===== src/spectrum_bar_peak_hold_macros.svh =====
// assertion helpers, sampled on clk_i and quiet while rst_ni is low
`ifndef SPECTRUM_BAR_PEAK_HOLD_MACROS_SVH
`define SPECTRUM_BAR_PEAK_HOLD_MACROS_SVH

// same-cycle implication
`define SBPH_ASSERT_IMP(label, ante, cons, msg) \
  label: assert property (@(posedge clk_i) disable iff (!rst_ni) (ante) |-> (cons)) \
    else $error(msg);

// next-cycle implication
`define SBPH_ASSERT_NXT(label, ante, cons, msg) \
  label: assert property (@(posedge clk_i) disable iff (!rst_ni) (ante) |=> (cons)) \
    else $error(msg);

`endif


===== src/sbph_pkg.sv =====
`timescale 1ns / 1ps

package sbph_pkg;

  localparam int BAND_COUNT_DEF = 64;
  localparam int QUEUE_DEPTH    = 2;
  localparam int CFG_IDX_W      = 8;

  localparam logic [7:0] BAR_HOLD_RST  = 8'd14;
  localparam logic [7:0] PEAK_HOLD_RST = 8'd60;
  localparam logic [4:0] BAR_MAX_RST   = 5'd31;

  // floor(x / 25) == (x * SCALE_RECIP) >> SCALE_SHIFT for x < 2^19
  localparam int          SCALE_SHIFT = 24;
  localparam logic [19:0] SCALE_RECIP = 20'd671089;
  localparam int          SCALED_W    = 19;
  localparam int          PROD_W      = 39;
  localparam int          LVL_RAW_W   = PROD_W - SCALE_SHIFT;

  localparam int ROOT_STEPS = 16;
  localparam int STEP_W     = $clog2(ROOT_STEPS);

  typedef enum logic [CFG_IDX_W-1:0] {
    CFG_BAR_HOLD  = 8'd0,
    CFG_PEAK_HOLD = 8'd1,
    CFG_BAR_MAX   = 8'd2
  } cfg_idx_e;

  typedef struct packed {
    logic [7:0] bar_hold;
    logic [7:0] peak_hold;
    logic [4:0] bar_max;
  } cfg_t;

  typedef struct packed {
    logic [5:0] band;
    logic [4:0] level;
  } band_item_t;

  typedef struct packed {
    logic [4:0] bar;
    logic [7:0] bar_cnt;
    logic [5:0] peak;
    logic [7:0] peak_cnt;
  } band_state_t;

  typedef enum logic [2:0] {
    F_IDLE,
    F_SQ_RE,
    F_SQ_IM,
    F_ROOT,
    F_PICK,
    F_PUSH
  } front_state_e;

  typedef enum logic [1:0] {
    B_IDLE,
    B_READ,
    B_SEND
  } back_state_e;

endpackage


===== src/sbph_if.sv =====
`timescale 1ns / 1ps

interface sbph_bin_if;
  logic               valid;
  logic               ready;
  logic signed [15:0] real_part;
  logic signed [15:0] imag_part;
  logic        [6:0]  bin_index;

  modport source (output valid, output real_part, output imag_part, output bin_index,
                  input ready);
  modport sink (input valid, input real_part, input imag_part, input bin_index,
                output ready);
endinterface

interface sbph_band_if;
  logic       valid;
  logic       ready;
  logic [5:0] band_index;
  logic [4:0] bar_level;
  logic [5:0] peak_level;

  modport source (output valid, output band_index, output bar_level, output peak_level,
                  input ready);
  modport sink (input valid, input band_index, input bar_level, input peak_level,
                output ready);
endinterface

interface sbph_cfg_if;
  logic                           valid;
  logic                           ready;
  logic [sbph_pkg::CFG_IDX_W-1:0] index;
  logic [7:0]                     data;

  modport source (output valid, output index, output data, input ready);
  modport sink (input valid, input index, input data, output ready);
endinterface


===== src/sbph_ram.sv =====
`timescale 1ns / 1ps

module sbph_ram #(
  parameter int WIDTH = $bits(sbph_pkg::band_state_t),
  parameter int DEPTH = sbph_pkg::BAND_COUNT_DEF,
  localparam int AW   = (DEPTH > 1) ? $clog2(DEPTH) : 1
) (
  input  logic             clk_i,
  input  logic             we_i,
  input  logic [AW-1:0]    waddr_i,
  input  logic [WIDTH-1:0] wdata_i,
  input  logic [AW-1:0]    raddr_i,
  output logic [WIDTH-1:0] rdata_o
);

  logic [WIDTH-1:0] mem_q [DEPTH];
  logic [WIDTH-1:0] rdata_q;

  always_ff @(posedge clk_i) begin
    if (we_i) begin
      mem_q[waddr_i] <= wdata_i;
    end
    rdata_q <= mem_q[raddr_i];
  end

  assign rdata_o = rdata_q;

endmodule


===== src/sbph_queue.sv =====
`timescale 1ns / 1ps

`include "spectrum_bar_peak_hold_macros.svh"

module sbph_queue #(
  parameter int DEPTH = sbph_pkg::QUEUE_DEPTH
) (
  input  logic                 clk_i,
  input  logic                 rst_ni,
  input  logic                 push_i,
  input  sbph_pkg::band_item_t item_i,
  output logic                 full_o,
  input  logic                 pop_i,
  output sbph_pkg::band_item_t item_o,
  output logic                 empty_o
);

  localparam int PW = (DEPTH > 1) ? $clog2(DEPTH) : 1;
  localparam int CW = $clog2(DEPTH + 1);

  sbph_pkg::band_item_t mem_q [DEPTH];
  logic [PW-1:0] wr_ptr_q, wr_ptr_d;
  logic [PW-1:0] rd_ptr_q, rd_ptr_d;
  logic [CW-1:0] count_q, count_d;

  always_comb begin
    wr_ptr_d = wr_ptr_q;
    rd_ptr_d = rd_ptr_q;
    count_d  = count_q;
    if (push_i) begin
      wr_ptr_d = (wr_ptr_q == PW'(DEPTH - 1)) ? '0 : wr_ptr_q + PW'(1);
    end
    if (pop_i) begin
      rd_ptr_d = (rd_ptr_q == PW'(DEPTH - 1)) ? '0 : rd_ptr_q + PW'(1);
    end
    if (push_i && !pop_i) begin
      count_d = count_q + CW'(1);
    end else if (pop_i && !push_i) begin
      count_d = count_q - CW'(1);
    end
  end

  always_ff @(posedge clk_i or negedge rst_ni) begin
    if (!rst_ni) begin
      wr_ptr_q <= '0;
      rd_ptr_q <= '0;
      count_q  <= '0;
    end else begin
      wr_ptr_q <= wr_ptr_d;
      rd_ptr_q <= rd_ptr_d;
      count_q  <= count_d;
    end
  end

  always_ff @(posedge clk_i) begin
    if (push_i) begin
      mem_q[wr_ptr_q] <= item_i;
    end
  end

  assign item_o  = mem_q[rd_ptr_q];
  assign full_o  = (count_q == CW'(DEPTH));
  assign empty_o = (count_q == '0);

  `SBPH_ASSERT_IMP(a_queue_no_overflow, push_i, !full_o, "item pushed into a full queue")

endmodule


===== src/sbph_front.sv =====
`timescale 1ns / 1ps

`include "spectrum_bar_peak_hold_macros.svh"

module sbph_front #(
  parameter int BAND_COUNT = sbph_pkg::BAND_COUNT_DEF
) (
  input  logic                 clk_i,
  input  logic                 rst_ni,
  sbph_bin_if.sink             bin_i,
  input  sbph_pkg::cfg_t       cfg_i,
  input  logic                 q_full_i,
  output logic                 q_push_o,
  output sbph_pkg::band_item_t q_item_o
);

  sbph_pkg::front_state_e state_q, state_d;

  logic [15:0]                     re_q, re_d;
  logic [15:0]                     im_q, im_d;
  logic [6:0]                      bin_q, bin_d;
  logic [31:0]                     rad_q, rad_d;
  logic [31:0]                     root_q, root_d;
  logic [sbph_pkg::STEP_W-1:0]     step_q, step_d;
  logic [sbph_pkg::PROD_W-1:0]     prod_q, prod_d;
  logic [15:0]                     even_mag_q, even_mag_d;

  logic [15:0]                     sq_op;
  logic [31:0]                     sq;
  logic [31:0]                     bit_w;
  logic [31:0]                     trial;
  logic [15:0]                     mag;
  logic [5:0]                      band;
  logic [15:0]                     other;
  logic [16:0]                     pair_sum;
  logic [sbph_pkg::SCALED_W-1:0]   scaled;
  logic [sbph_pkg::LVL_RAW_W-1:0]  lvl_raw;
  logic [4:0]                      level;

  always_comb begin
    sq_op    = (state_q == sbph_pkg::F_SQ_RE) ? re_q : im_q;
    sq       = 32'(sq_op) * 32'(sq_op);
    bit_w    = 32'd1 << {step_q, 1'b0};
    trial    = root_q + bit_w;
    mag      = root_q[15:0];
    band     = bin_q[6:1];
    other    = (band == 6'd0) ? mag : even_mag_q;
    pair_sum = {1'b0, other} + {1'b0, mag};
    scaled   = {pair_sum[16:1], 3'b000};
    lvl_raw  = prod_q[sbph_pkg::PROD_W-1:sbph_pkg::SCALE_SHIFT];
    level    = (lvl_raw > sbph_pkg::LVL_RAW_W'(cfg_i.bar_max)) ? cfg_i.bar_max
                                                               : lvl_raw[4:0];
  end

  always_comb begin
    state_d    = state_q;
    re_d       = re_q;
    im_d       = im_q;
    bin_d      = bin_q;
    rad_d      = rad_q;
    root_d     = root_q;
    step_d     = step_q;
    prod_d     = prod_q;
    even_mag_d = even_mag_q;
    bin_i.ready = 1'b0;
    q_push_o    = 1'b0;
    q_item_o.band  = band;
    q_item_o.level = level;
    unique case (state_q)
      sbph_pkg::F_IDLE: begin
        bin_i.ready = 1'b1;
        if (bin_i.valid) begin
          re_d    = bin_i.real_part[15] ? 16'(-bin_i.real_part) : bin_i.real_part;
          im_d    = bin_i.imag_part[15] ? 16'(-bin_i.imag_part) : bin_i.imag_part;
          bin_d   = bin_i.bin_index;
          state_d = sbph_pkg::F_SQ_RE;
        end
      end
      sbph_pkg::F_SQ_RE: begin
        rad_d   = sq;
        state_d = sbph_pkg::F_SQ_IM;
      end
      sbph_pkg::F_SQ_IM: begin
        rad_d   = rad_q + sq;
        root_d  = '0;
        step_d  = sbph_pkg::STEP_W'(sbph_pkg::ROOT_STEPS - 1);
        state_d = sbph_pkg::F_ROOT;
      end
      sbph_pkg::F_ROOT: begin
        if (rad_q >= trial) begin
          rad_d  = rad_q - trial;
          root_d = (root_q >> 1) + bit_w;
        end else begin
          root_d = root_q >> 1;
        end
        step_d = step_q - sbph_pkg::STEP_W'(1);
        if (step_q == '0) begin
          state_d = sbph_pkg::F_PICK;
        end
      end
      sbph_pkg::F_PICK: begin
        if (!bin_q[0]) begin
          even_mag_d = mag;
          state_d    = sbph_pkg::F_IDLE;
        end else if (int'(band) >= BAND_COUNT) begin
          state_d = sbph_pkg::F_IDLE;
        end else begin
          prod_d  = sbph_pkg::PROD_W'(scaled) * sbph_pkg::PROD_W'(sbph_pkg::SCALE_RECIP);
          state_d = sbph_pkg::F_PUSH;
        end
      end
      sbph_pkg::F_PUSH: begin
        if (!q_full_i) begin
          q_push_o = 1'b1;
          state_d  = sbph_pkg::F_IDLE;
        end
      end
      default: begin
        state_d = sbph_pkg::F_IDLE;
      end
    endcase
  end

  always_ff @(posedge clk_i or negedge rst_ni) begin
    if (!rst_ni) begin
      state_q    <= sbph_pkg::F_IDLE;
      even_mag_q <= '0;
    end else begin
      state_q    <= state_d;
      even_mag_q <= even_mag_d;
    end
  end

  always_ff @(posedge clk_i) begin
    re_q   <= re_d;
    im_q   <= im_d;
    bin_q  <= bin_d;
    rad_q  <= rad_d;
    root_q <= root_d;
    step_q <= step_d;
    prod_q <= prod_d;
  end

  `SBPH_ASSERT_IMP(a_push_odd_only, q_push_o, bin_q[0] && (state_q == sbph_pkg::F_PUSH), "push from an even bin")
  `SBPH_ASSERT_IMP(a_root_fits, state_q == sbph_pkg::F_PICK, root_q[31:16] == 16'd0, "magnitude wider than 16 bits")

endmodule


===== src/sbph_back.sv =====
`timescale 1ns / 1ps

`include "spectrum_bar_peak_hold_macros.svh"

module sbph_back #(
  parameter int BAND_COUNT = sbph_pkg::BAND_COUNT_DEF
) (
  input  logic                 clk_i,
  input  logic                 rst_ni,
  input  sbph_pkg::cfg_t       cfg_i,
  input  logic                 q_empty_i,
  input  sbph_pkg::band_item_t q_item_i,
  output logic                 q_pop_o,
  sbph_band_if.source          band_o
);

  localparam int AW = $clog2(BAND_COUNT);

  sbph_pkg::back_state_e state_q, state_d;

  sbph_pkg::band_item_t  item_q, item_d;
  logic [AW-1:0]         addr_q, addr_d;
  logic [BAND_COUNT-1:0] valid_q, valid_d;
  logic [4:0]            res_bar_q, res_bar_d;
  logic [5:0]            res_peak_q, res_peak_d;
  logic                  out_valid_q, out_valid_d;
  logic [5:0]            out_band_q, out_band_d;
  logic [4:0]            out_bar_q, out_bar_d;
  logic [5:0]            out_peak_q, out_peak_d;

  sbph_pkg::band_state_t rdata;
  sbph_pkg::band_state_t cur;
  sbph_pkg::band_state_t nxt;
  logic [5:0]            lvl1;
  logic [7:0]            bar_cnt_inc;
  logic [7:0]            peak_cnt_inc;
  logic                  ram_we;

  sbph_ram #(
    .WIDTH ($bits(sbph_pkg::band_state_t)),
    .DEPTH (BAND_COUNT)
  ) u_ram (
    .clk_i   (clk_i),
    .we_i    (ram_we),
    .waddr_i (addr_q),
    .wdata_i (nxt),
    .raddr_i (AW'(q_item_i.band)),
    .rdata_o (rdata)
  );

  always_comb begin
    cur          = valid_q[addr_q] ? rdata : '0;
    lvl1         = {1'b0, item_q.level} + 6'd1;
    bar_cnt_inc  = (cur.bar_cnt == 8'hFF) ? 8'hFF : cur.bar_cnt + 8'd1;
    peak_cnt_inc = (cur.peak_cnt == 8'hFF) ? 8'hFF : cur.peak_cnt + 8'd1;
    nxt          = cur;
    if (cur.bar < item_q.level) begin
      nxt.bar     = item_q.level;
      nxt.bar_cnt = '0;
    end else if (cur.bar > item_q.level) begin
      nxt.bar_cnt = bar_cnt_inc;
      if (bar_cnt_inc >= cfg_i.bar_hold) begin
        nxt.bar = cur.bar - 5'd1;
      end
    end
    if (cur.peak < lvl1) begin
      nxt.peak     = lvl1;
      nxt.peak_cnt = '0;
    end else begin
      nxt.peak_cnt = peak_cnt_inc;
      if (peak_cnt_inc >= cfg_i.peak_hold) begin
        nxt.peak = cur.peak - 6'd1;
      end
    end
  end

  always_comb begin
    state_d     = state_q;
    item_d      = item_q;
    addr_d      = addr_q;
    valid_d     = valid_q;
    res_bar_d   = res_bar_q;
    res_peak_d  = res_peak_q;
    out_valid_d = out_valid_q && !band_o.ready;
    out_band_d  = out_band_q;
    out_bar_d   = out_bar_q;
    out_peak_d  = out_peak_q;
    q_pop_o     = 1'b0;
    ram_we      = 1'b0;
    unique case (state_q)
      sbph_pkg::B_IDLE: begin
        if (!q_empty_i) begin
          q_pop_o = 1'b1;
          item_d  = q_item_i;
          addr_d  = AW'(q_item_i.band);
          state_d = sbph_pkg::B_READ;
        end
      end
      sbph_pkg::B_READ: begin
        ram_we          = 1'b1;
        valid_d[addr_q] = 1'b1;
        res_bar_d       = nxt.bar;
        res_peak_d      = nxt.peak;
        state_d         = sbph_pkg::B_SEND;
      end
      sbph_pkg::B_SEND: begin
        if (!out_valid_q || band_o.ready) begin
          out_valid_d = 1'b1;
          out_band_d  = item_q.band;
          out_bar_d   = res_bar_q;
          out_peak_d  = res_peak_q;
          state_d     = sbph_pkg::B_IDLE;
        end
      end
      default: begin
        state_d = sbph_pkg::B_IDLE;
      end
    endcase
  end

  always_ff @(posedge clk_i or negedge rst_ni) begin
    if (!rst_ni) begin
      state_q     <= sbph_pkg::B_IDLE;
      valid_q     <= '0;
      out_valid_q <= 1'b0;
    end else begin
      state_q     <= state_d;
      valid_q     <= valid_d;
      out_valid_q <= out_valid_d;
    end
  end

  always_ff @(posedge clk_i) begin
    item_q     <= item_d;
    addr_q     <= addr_d;
    res_bar_q  <= res_bar_d;
    res_peak_q <= res_peak_d;
    out_band_q <= out_band_d;
    out_bar_q  <= out_bar_d;
    out_peak_q <= out_peak_d;
  end

  assign band_o.valid      = out_valid_q;
  assign band_o.band_index = out_band_q;
  assign band_o.bar_level  = out_bar_q;
  assign band_o.peak_level = out_peak_q;

  `SBPH_ASSERT_IMP(a_pop_not_empty, q_pop_o, !q_empty_i, "pop from an empty queue")
  `SBPH_ASSERT_IMP(a_peak_in_range, out_valid_q, out_peak_q <= 6'd32, "peak marker above 32")
  `SBPH_ASSERT_NXT(a_read_written, state_q == sbph_pkg::B_READ, valid_q[addr_q], "band not marked")

endmodule


===== src/spectrum_bar_peak_hold.sv =====
// an accepted odd bin passes the front's square, root, pick and push states, the queue, and
// the back's idle, read and send states; the front takes no new bin until it is through with
// the last, set by the 16-step root loop; the back does a read-modify-write of the band table
// reset: asynchronous, active low; registers return to 14, 60 and 31
// the band table reads as zero after reset through per-band valid bits, no clearing pass
`timescale 1ns / 1ps

module spectrum_bar_peak_hold #(
  parameter int BAND_COUNT = sbph_pkg::BAND_COUNT_DEF
) (
  input  logic        clk_i,
  input  logic        rst_ni,
  sbph_bin_if.sink    bin_i,
  sbph_band_if.source band_o,
  sbph_cfg_if.sink    cfg_i
);

  sbph_pkg::cfg_t       cfg_q, cfg_d;
  logic                 q_push;
  logic                 q_pop;
  logic                 q_full;
  logic                 q_empty;
  sbph_pkg::band_item_t q_wr_item;
  sbph_pkg::band_item_t q_rd_item;

  assign cfg_i.ready = 1'b1;

  always_comb begin
    cfg_d = cfg_q;
    if (cfg_i.valid) begin
      case (cfg_i.index)
        sbph_pkg::CFG_BAR_HOLD:  cfg_d.bar_hold  = cfg_i.data;
        sbph_pkg::CFG_PEAK_HOLD: cfg_d.peak_hold = cfg_i.data;
        sbph_pkg::CFG_BAR_MAX:   cfg_d.bar_max   = cfg_i.data[4:0];
        default: ;
      endcase
    end
  end

  always_ff @(posedge clk_i or negedge rst_ni) begin
    if (!rst_ni) begin
      cfg_q.bar_hold  <= sbph_pkg::BAR_HOLD_RST;
      cfg_q.peak_hold <= sbph_pkg::PEAK_HOLD_RST;
      cfg_q.bar_max   <= sbph_pkg::BAR_MAX_RST;
    end else begin
      cfg_q <= cfg_d;
    end
  end

  sbph_front #(
    .BAND_COUNT (BAND_COUNT)
  ) u_front (
    .clk_i    (clk_i),
    .rst_ni   (rst_ni),
    .bin_i    (bin_i),
    .cfg_i    (cfg_q),
    .q_full_i (q_full),
    .q_push_o (q_push),
    .q_item_o (q_wr_item)
  );

  sbph_queue #(
    .DEPTH (sbph_pkg::QUEUE_DEPTH)
  ) u_queue (
    .clk_i   (clk_i),
    .rst_ni  (rst_ni),
    .push_i  (q_push),
    .item_i  (q_wr_item),
    .full_o  (q_full),
    .pop_i   (q_pop),
    .item_o  (q_rd_item),
    .empty_o (q_empty)
  );

  sbph_back #(
    .BAND_COUNT (BAND_COUNT)
  ) u_back (
    .clk_i     (clk_i),
    .rst_ni    (rst_ni),
    .cfg_i     (cfg_q),
    .q_empty_i (q_empty),
    .q_item_i  (q_rd_item),
    .q_pop_o   (q_pop),
    .band_o    (band_o)
  );

endmodule


===== src/flat_wrapper.sv =====
// flat-port wrapper written by rule: the top's interface ports become plain ports
module spectrum_bar_peak_hold_flat 
#(
  parameter int BAND_COUNT = sbph_pkg::BAND_COUNT_DEF
)
  (clk_i, rst_ni, bin_i_valid, bin_i_real_part, bin_i_imag_part, bin_i_bin_index, bin_i_ready, band_o_valid, band_o_band_index, band_o_bar_level, band_o_peak_level, band_o_ready, cfg_i_valid, cfg_i_index, cfg_i_data, cfg_i_ready);
  sbph_bin_if bin_i_i ();
  sbph_band_if band_o_i ();
  sbph_cfg_if cfg_i_i ();
  input  logic clk_i;
  input  logic rst_ni;
  input wire logic [$bits(bin_i_i.valid)-1:0] bin_i_valid;
  input wire logic [$bits(bin_i_i.real_part)-1:0] bin_i_real_part;
  input wire logic [$bits(bin_i_i.imag_part)-1:0] bin_i_imag_part;
  input wire logic [$bits(bin_i_i.bin_index)-1:0] bin_i_bin_index;
  output wire logic [$bits(bin_i_i.ready)-1:0] bin_i_ready;
  output wire logic [$bits(band_o_i.valid)-1:0] band_o_valid;
  output wire logic [$bits(band_o_i.band_index)-1:0] band_o_band_index;
  output wire logic [$bits(band_o_i.bar_level)-1:0] band_o_bar_level;
  output wire logic [$bits(band_o_i.peak_level)-1:0] band_o_peak_level;
  input wire logic [$bits(band_o_i.ready)-1:0] band_o_ready;
  input wire logic [$bits(cfg_i_i.valid)-1:0] cfg_i_valid;
  input wire logic [$bits(cfg_i_i.index)-1:0] cfg_i_index;
  input wire logic [$bits(cfg_i_i.data)-1:0] cfg_i_data;
  output wire logic [$bits(cfg_i_i.ready)-1:0] cfg_i_ready;
  assign bin_i_i.valid = bin_i_valid;
  assign bin_i_i.real_part = bin_i_real_part;
  assign bin_i_i.imag_part = bin_i_imag_part;
  assign bin_i_i.bin_index = bin_i_bin_index;
  assign bin_i_ready = bin_i_i.ready;
  assign band_o_valid = band_o_i.valid;
  assign band_o_band_index = band_o_i.band_index;
  assign band_o_bar_level = band_o_i.bar_level;
  assign band_o_peak_level = band_o_i.peak_level;
  assign band_o_i.ready = band_o_ready;
  assign cfg_i_i.valid = cfg_i_valid;
  assign cfg_i_i.index = cfg_i_index;
  assign cfg_i_i.data = cfg_i_data;
  assign cfg_i_ready = cfg_i_i.ready;
  spectrum_bar_peak_hold #(.BAND_COUNT(BAND_COUNT)) u_core (.clk_i(clk_i), .rst_ni(rst_ni), .bin_i(bin_i_i), .band_o(band_o_i), .cfg_i(cfg_i_i));
endmodule

===== config.mk =====
export PLATFORM = sky130hd
export DESIGN_NAME = spectrum_bar_peak_hold_flat
export DESIGN_NICKNAME = d
export VERILOG_FILES = /design/src/sbph_pkg.sv /design/src/sbph_if.sv /design/src/sbph_ram.sv /design/src/sbph_queue.sv /design/src/sbph_front.sv /design/src/sbph_back.sv /design/src/spectrum_bar_peak_hold.sv /design/src/flat_wrapper.sv
export VERILOG_INCLUDE_DIRS = /design/src /design/src/src
export SDC_FILE = /design/constraint.sdc
export NUM_CORES = 2
export LEC_CHECK = 0
export BUFFER_PORTS_ARGS = -buffer_cell sky130_fd_sc_hd__buf_2
export CAP_MARGIN = 20
export CORE_MARGIN = 2
export CORE_UTILIZATION = 40
export CTS_BUF_LIST = sky130_fd_sc_hd__clkbuf_4
export CTS_CLUSTER_DIAMETER = 50
export DETAILED_ROUTE_END_ITERATION = 6
export PLACE_DENSITY = 0.57
export SLEW_MARGIN = 5
export SYNTH_ARGS = -nofsm -noshare
export SYNTH_HDL_FRONTEND = slang
export SYNTH_SLANG_ARGS = --single-unit

===== constraint.sdc =====
create_clock -name clk_i -period 24.7 [get_ports clk_i]
set_clock_uncertainty 0.05 [all_clocks]
set_input_delay 0 -clock clk_i [delete_from_list [all_inputs] [get_ports clk_i]]
set_output_delay 0 -clock clk_i [all_outputs]
set_load 0.005 [all_outputs]

=== Word level (Yosys, flattened, before mapping) ===
Memory sizes are Yosys's and may differ from the RTL's. A register that Yosys moved wholly into a read port is not among the register bits.
Cells that the tools add are included.

* Register bits: 293
* RAM bits: 1750
* Bits of input ports: 60
* Output and inout bits: 20
* Memories kept: 2

* Add/subtract/negate cells: 17
* $mul: 2
* Magnitude comparators: 9
* Eq/ne operators: 18
* Shift-type cells: 1
* Mux-type cells: 46
* Bitwise gates (word level): 3
* Reduce and logical (&&, ||, !) cells: 29

{| class="wikitable"
|+ Memories
! memory !! words !! width !! read ports !! clocked after Yosys merged registers in !! write ports !! RTL line !! text
|-
| u_core.u_back.u_ram.mem_q || 64 || 27 || 1 || 1 || 1 || sbph_ram.sv:16 || <nowiki>logic [WIDTH-1:0] mem_q [DEPTH];</nowiki>
|-
| u_core.u_queue.mem_q || 2 || 11 || 1 || 0 || 1 || sbph_queue.sv:21 || <nowiki>sbph_pkg::band_item_t mem_q [DEPTH];</nowiki>
|}

{| class="wikitable"
|+ Operators by type and width
! cell !! number
|-
| 32-bit case mux with 3 select lines || 1
|-
| 32-bit adder || 2
|-
| 32-bit 2-to-1 mux || 2
|-
| 64-bit OR || 1
|-
| 32-bit case mux with 2 select lines || 1
|-
| 16-bit by 20-bit multiplier with 36-bit output (second input constant) || 1
|-
| 31-bit by 32-bit adder with 32-bit output || 1
|-
| 32-bit greater-or-equal comparator || 1
|-
| 16-bit by 16-bit multiplier with 32-bit output || 1
|-
| 16-bit 2-to-1 mux || 2
|-
| 16-bit negation || 2
|-
| 1-bit by 5-bit << shifter with 32-bit output (first input constant) || 1
|-
| 32-bit subtractor || 1
|-
| 15-bit 2-to-1 mux || 2
|-
| 27-bit 2-to-1 mux || 1
|-
| 13-bit 2-to-1 mux || 2
|-
| 2-bit AND reduction || 10
|-
| 3-bit case mux with 6 select lines || 1
|-
| 16-bit by 16-bit adder with 17-bit output || 1
|-
| 8-bit by 1-bit adder with 8-bit output (second input constant) || 2
|-
| 8-bit == test (second input constant) || 2
|-
| 8-bit greater-or-equal comparator || 2
|-
| 1-bit 2-to-1 mux || 16
|-
| 8-bit 2-to-1 mux || 2
|-
| other kinds (42) || 67
|}

=== Depth between registers and ports, before layout ===
* Depth in word-level cells: 9
* Mapped depth: 41
* Gate-level depth less buffers: 38

=== Modules after synthesis ===
A second synthesis with hierarchy kept.

* Cell total of the unflattened synthesis: 6267
* Area total of the unflattened synthesis: 98619.6 um^2

{| class="wikitable"
|+ By module, submodules not included
! module !! times used !! cells an instance !! area each (um^2)
|-
| sbph_ram || 1 || 3002 || 66617.6
|-
| sbph_front || 1 || 2617 || 24242.0
|-
| sbph_back || 1 || 546 || 5879.4
|-
| sbph_queue || 1 || 50 || 1018.5
|-
| spectrum_bar_peak_hold || 1 || 52 || 862.1
|}

=== Least setup slack after synthesis ===
Ideal clock, no wire load.

* Path kind: register to register
* From: register u_core.u_front.state_q[1]
* To: register u_core.u_front.rad_q[30], data pin
* Setup time: 0.274 ns
* Data arrival time: 9.066 ns
* Data required time: 24.376 ns
* Slack: 15.310 ns
* Cell stages (with the launch flop): 40
* Cells stage by stage: dfrtp_1 > clkbuf_1 > nor3b_1 > buf_2 > mux2i_1 > clkinv_1 > nand2_1 > inv_1 > fa_1 > inv_1 > fa_1 > inv_1 > fa_1 > inv_1 > fa_1 > inv_1 > fa_1 > inv_1 > (+4 left out) > a21oi_1 > a21bo_2 > a21o_1 > a21o_1 > a21o_1 > a21oi_1 > xnor2_1 > ha_1 > clkbuf_1 > a2111oi_0 > o21ai_0 > o21a_1 > or3_1 > a31oi_1 > a21oi_1 > a31oi_1 > xnor2_1 > a21oi_1

* Word-level cells in the longest chain between the ends: 5

{| class="wikitable"
|+ RTL lines
! item !! RTL line !! text
|-
| from (decl) || sbph_front.sv:17 || <nowiki>sbph_pkg::front_state_e state_q, state_d;</nowiki>
|-
| from (signal assigned) || sbph_front.sv:126 || <nowiki>state_q <= sbph_pkg::F_IDLE;</nowiki>
|-
| from (signal assigned) || sbph_front.sv:129 || <nowiki>state_q <= state_d;</nowiki>
|-
| 3-bit by 1-bit == test with 1-bit output || sbph_front.sv:41, sbph_front.sv:69 ||
|-
| 16-bit 2-to-1 mux || sbph_front.sv:41 || <nowiki>sq_op = (state_q == sbph_pkg::F_SQ_RE) ? re_q : im_q;</nowiki>
|-
| 16-bit by 16-bit multiplier with 32-bit output || sbph_front.sv:42 || <nowiki>sq = 32'(sq_op) * 32'(sq_op);</nowiki>
|-
| 32-bit adder || sbph_front.sv:84 || <nowiki>rad_d = rad_q + sq;</nowiki>
|-
| 32-bit case mux with 3 select lines (*) || sbph_front.sv:69 || <nowiki>unique case (state_q)</nowiki>
|-
| named net u_core.u_front.rad_d[30] || sbph_front.sv:22 || <nowiki>logic [31:0] rad_q, rad_d;</nowiki>
|-
| to (signal assigned) || sbph_front.sv:138 || <nowiki>rad_q <= rad_d;</nowiki>
|-
| to (decl) || sbph_front.sv:22 ||
|}

The timed path passes the listed nets; every way through them passes the cells marked *.
A chain may end at the register's enable or synchronous reset.

=== Worst setup path in the final report ===
* From: register u_core.u_front.state_q[2]
* To: register u_core.u_front.rad_q[30], data pin

Same word-level chain as after synthesis.

==> results.md <==
* Status: completed
* Synth warnings at 0
* GRT overflow at 0
* Main synth FF type: edfxtp_1
* # setup viols final at 0
* Hold endpoint: u_core.u_back.band_o.valid
* Num ports at 80
* Mapped Cells at 8557
* Core area at 249000 µm²
* Setup tns final at 0 ps
* DIE AREA at 255000 µm²
* Reg2reg setup slack at 14140 ps
* Placed inst area at 105000 µm²
* Tmin final at 10560 ps
* Num rows at 183
* Number of global-route vias before repair at 69188
* Utilization after layout at 46.0%
* Via-to-Cell Ratio at 5.48
* Post-synth top area cell: edfxtp_1
* CP arrival at 11560 ps
* RePlAce Congestion at 0.873
* Post-synthesis sequential area ratio at 60.5%
* Post-Synthesis Cell Area at 100000 µm²
* Num CTS Buffers at 572
* Worst-skew pair later-pin latency at 1460 ps
* H-tree depth at 6
* Initial antenna violation count at 21
* Final Hold Fails at 0
* Sink Count at 2049
* Area delta synth->final at 14.1%
* Clock Path Buffers at 4
* CTS tree: built
* Post-Syn Area per Cell at 11.7 µm²
* Hold_sp: band_o_ready
* Share of cells above drive strength 1 at 15.1%
* Rel. slew slack at 22.6%
* Chip width at 505 µm
* Synth top area share at 57.2%
* 1st-pass router iterations at 6
* Crit. End Element: flip-flop
* Routed wire length per instance at 22.6 µm
* Drt total wl at 291000 µm
* Fmax at 0.0947 GHz
* Starting Density at 40.3%
* WP data required at 25710 ps
* Die Span Y at 505 µm
* FFs w/ async S/R, synth at 5.42%
* Clock transition at path regs at 60 ps
* DRC Markers at 0
* Setup CP Type: flip-flop to flip-flop
* CP startpoint kind: flip-flop
* First-pass GRT wire length at 433000 µm
* Drt initial violations at 6762
* Max stage delay cell, worst path: mux2i_1
* Cell at the root of the clock tree: clkbuf_4
* Reg2Reg Depth at 37
* Setup bufs post-CTS at 0
* Hold Crit Class: input port to flip-flop
* Number of flops mapped to enable cells by yosys at 1911
* Most frequent cells in the layout: nand2_1 (1980), edfxtp_1 (1911), nand3_1 (911), clkbuf_4 (843), inv_1 (460)
* Largest net degree at the start of global routing at 169
* CP max stage delay at 730 ps
* Most common cell after layout, fill and taps aside: nand2_1
* Final period util at 42.7%
* Final Max Slew Viols at 0
* CP max FO at 20
* Gr usage total at 22.2%
* Vias after detailed routing at 70414
* PortBufs at 78
* Fin nets at 9838
* Max Cap Violations at 0
* Design area at 115000 µm²
* DP HPWL at 166000 µm
* Routed Antenna Nets at 0
* Worst slew pin tran at 1140 ps
* Flops & latches, synth at 2049
* Critical R2R Launch: u_core.u_front.state_q[2]
* RSZ-0062 raised after global routing: false
* Most used cell, CP: inv_1
* Number of distinct library cells after synthesis at 89
* WHS Path Cells at 5
* Synth area leaders: edfxtp_1 (57%), nand2_1 (7.4%), fa_1 (5.2%), ha_1 (4.9%), nand3_1 (4.5%)
* FF-to-FF End: u_core.u_front.rad_q[30]
* Net Count, Synth at 9274
## worst max-delay path, delay by kind of cell (launching register included)
| family | cells | cell delay (ps) |
|---|---|---|
| flops | 1 | 480 |
| fa+ha+maj | 8 | 3610 |
| mux | 1 | 730 |
| xor+xnor | 1 | 140 |
| buf+inv | 9 | 1350 |
| simple gates | 5 | 980 |
| compound gates | 13 | 2880 |
## how the worst max path moves through the flow
stage	endpoint	start	cells past startpoint
floorplan	u_core.u_front.rad_q[30]	u_core.u_front.state_q[1]	39
global placement	u_core.u_front.rad_q[30]	u_core.u_front.state_q[1]	37
detailed placement	u_core.u_front.rad_q[30]	u_core.u_front.state_q[1]	37
CTS	u_core.u_front.rad_q[30]	u_core.u_front.state_q[1]	37
global route	u_core.u_front.rad_q[30]	u_core.u_front.state_q[1]	37
finish	u_core.u_front.rad_q[30]	u_core.u_front.state_q[2]	37
## cells by family (layout without fill, tap and decap cells)
group,after synthesis,in the layout,share of synthesized area [%]
muxes,111,111,1.29
AOI/OAI and AO/OA,954,954,6.71
other,1,14,0.00374
xor gates and xnor gates,222,222,1.94
DFF,2049,2049,60.5
buffers and inverters,913,1862,3.49
and+or+nand+nor,3650,3650,15.9
adders and majority gates,657,657,10.2
## timing repair
action	4_1_cts	5_1_grt
hold buffers	179	0
endpoints found under the hold margin	231	0
gates resized for setup	0	0
## through the flow
stage / hold WS, ps / cells / setup slack (ps)
floorplan: -346 / 8557 / 15310
global placement: 23.7 / 11688 / 14210
detailed placement: 21.4 / 11693 / 14220
CTS: 4.26 / 12831 / 14180
global route: 91.5 / 12844 / 13360
finish: 173 / 12849 / 14140
## state kept, by name, indices dropped and copies added (netlist names), 7 cells and up
name and flops:
u_core.u_front.root_q 32, u_core.u_back.valid_q 64, u_core.u_front.prod_q 15, u_core.u_front.bin_q 7, u_core.u_back.u_ram.mem_q 1728, u_core.cfg_q 21, u_core.u_front.even_mag_q 16, u_core.u_front.rad_q 32
u_core.u_front.re_q 16, u_core.u_back.u_ram.rdata_o 27, u_core.u_front.im_q 16, u_core.u_queue.mem_q 22
## synthesized netlist by cell type (all sizes together) (8+ instances only)
cell type  count
o21a          22
mux2          64
a21oi        204
mux4           8
buf           68
a31oi         72
or3           14
a21o          70
a311oi       300
dfrtp         99
or2           75
nor3          77
a22oi         10
and3         140
clkinv         9
nor2b         39
nor4           9
ha           394
clkbuf       371
o21bai        30
xnor2        136
nor2         304
o21ai        130
nand2b        25
nand2       1980
nand4         13
dfxtp         27
a31o           8
nand3        911
edfxtp      1911
xor2          86
o211ai        12
and2          35
mux2i         39
o31ai         12
dfstp         12
inv          465
a211oi        37
nand3b        10
fa           263
## layer usage
metal | routed length, µm | global-route usage (%)
met5 | 27 | 0
met4 | 8740 | 7.48
met3 | 22300 | 4.41
met2 | 133000 | 34.7
met1 | 127000 | 31.1
## cell type report
class                           instances  area (µm²)
Sequential cell                      2049       60700
Clock inverter                        118         825
Antenna cell                           13        32.5
Clock buffer                          841        6310
Inverter                              474        1800
Fill cell                           22837      135000
Multi-Input combinational cell       5595       37000
Tap cell                             3330        4170
Timing Repair Buffer                  429        3700
Power is left out: the tool's default activity adds up to more than one toggle a clock period on the data nets, which glitch-free logic cannot reach.
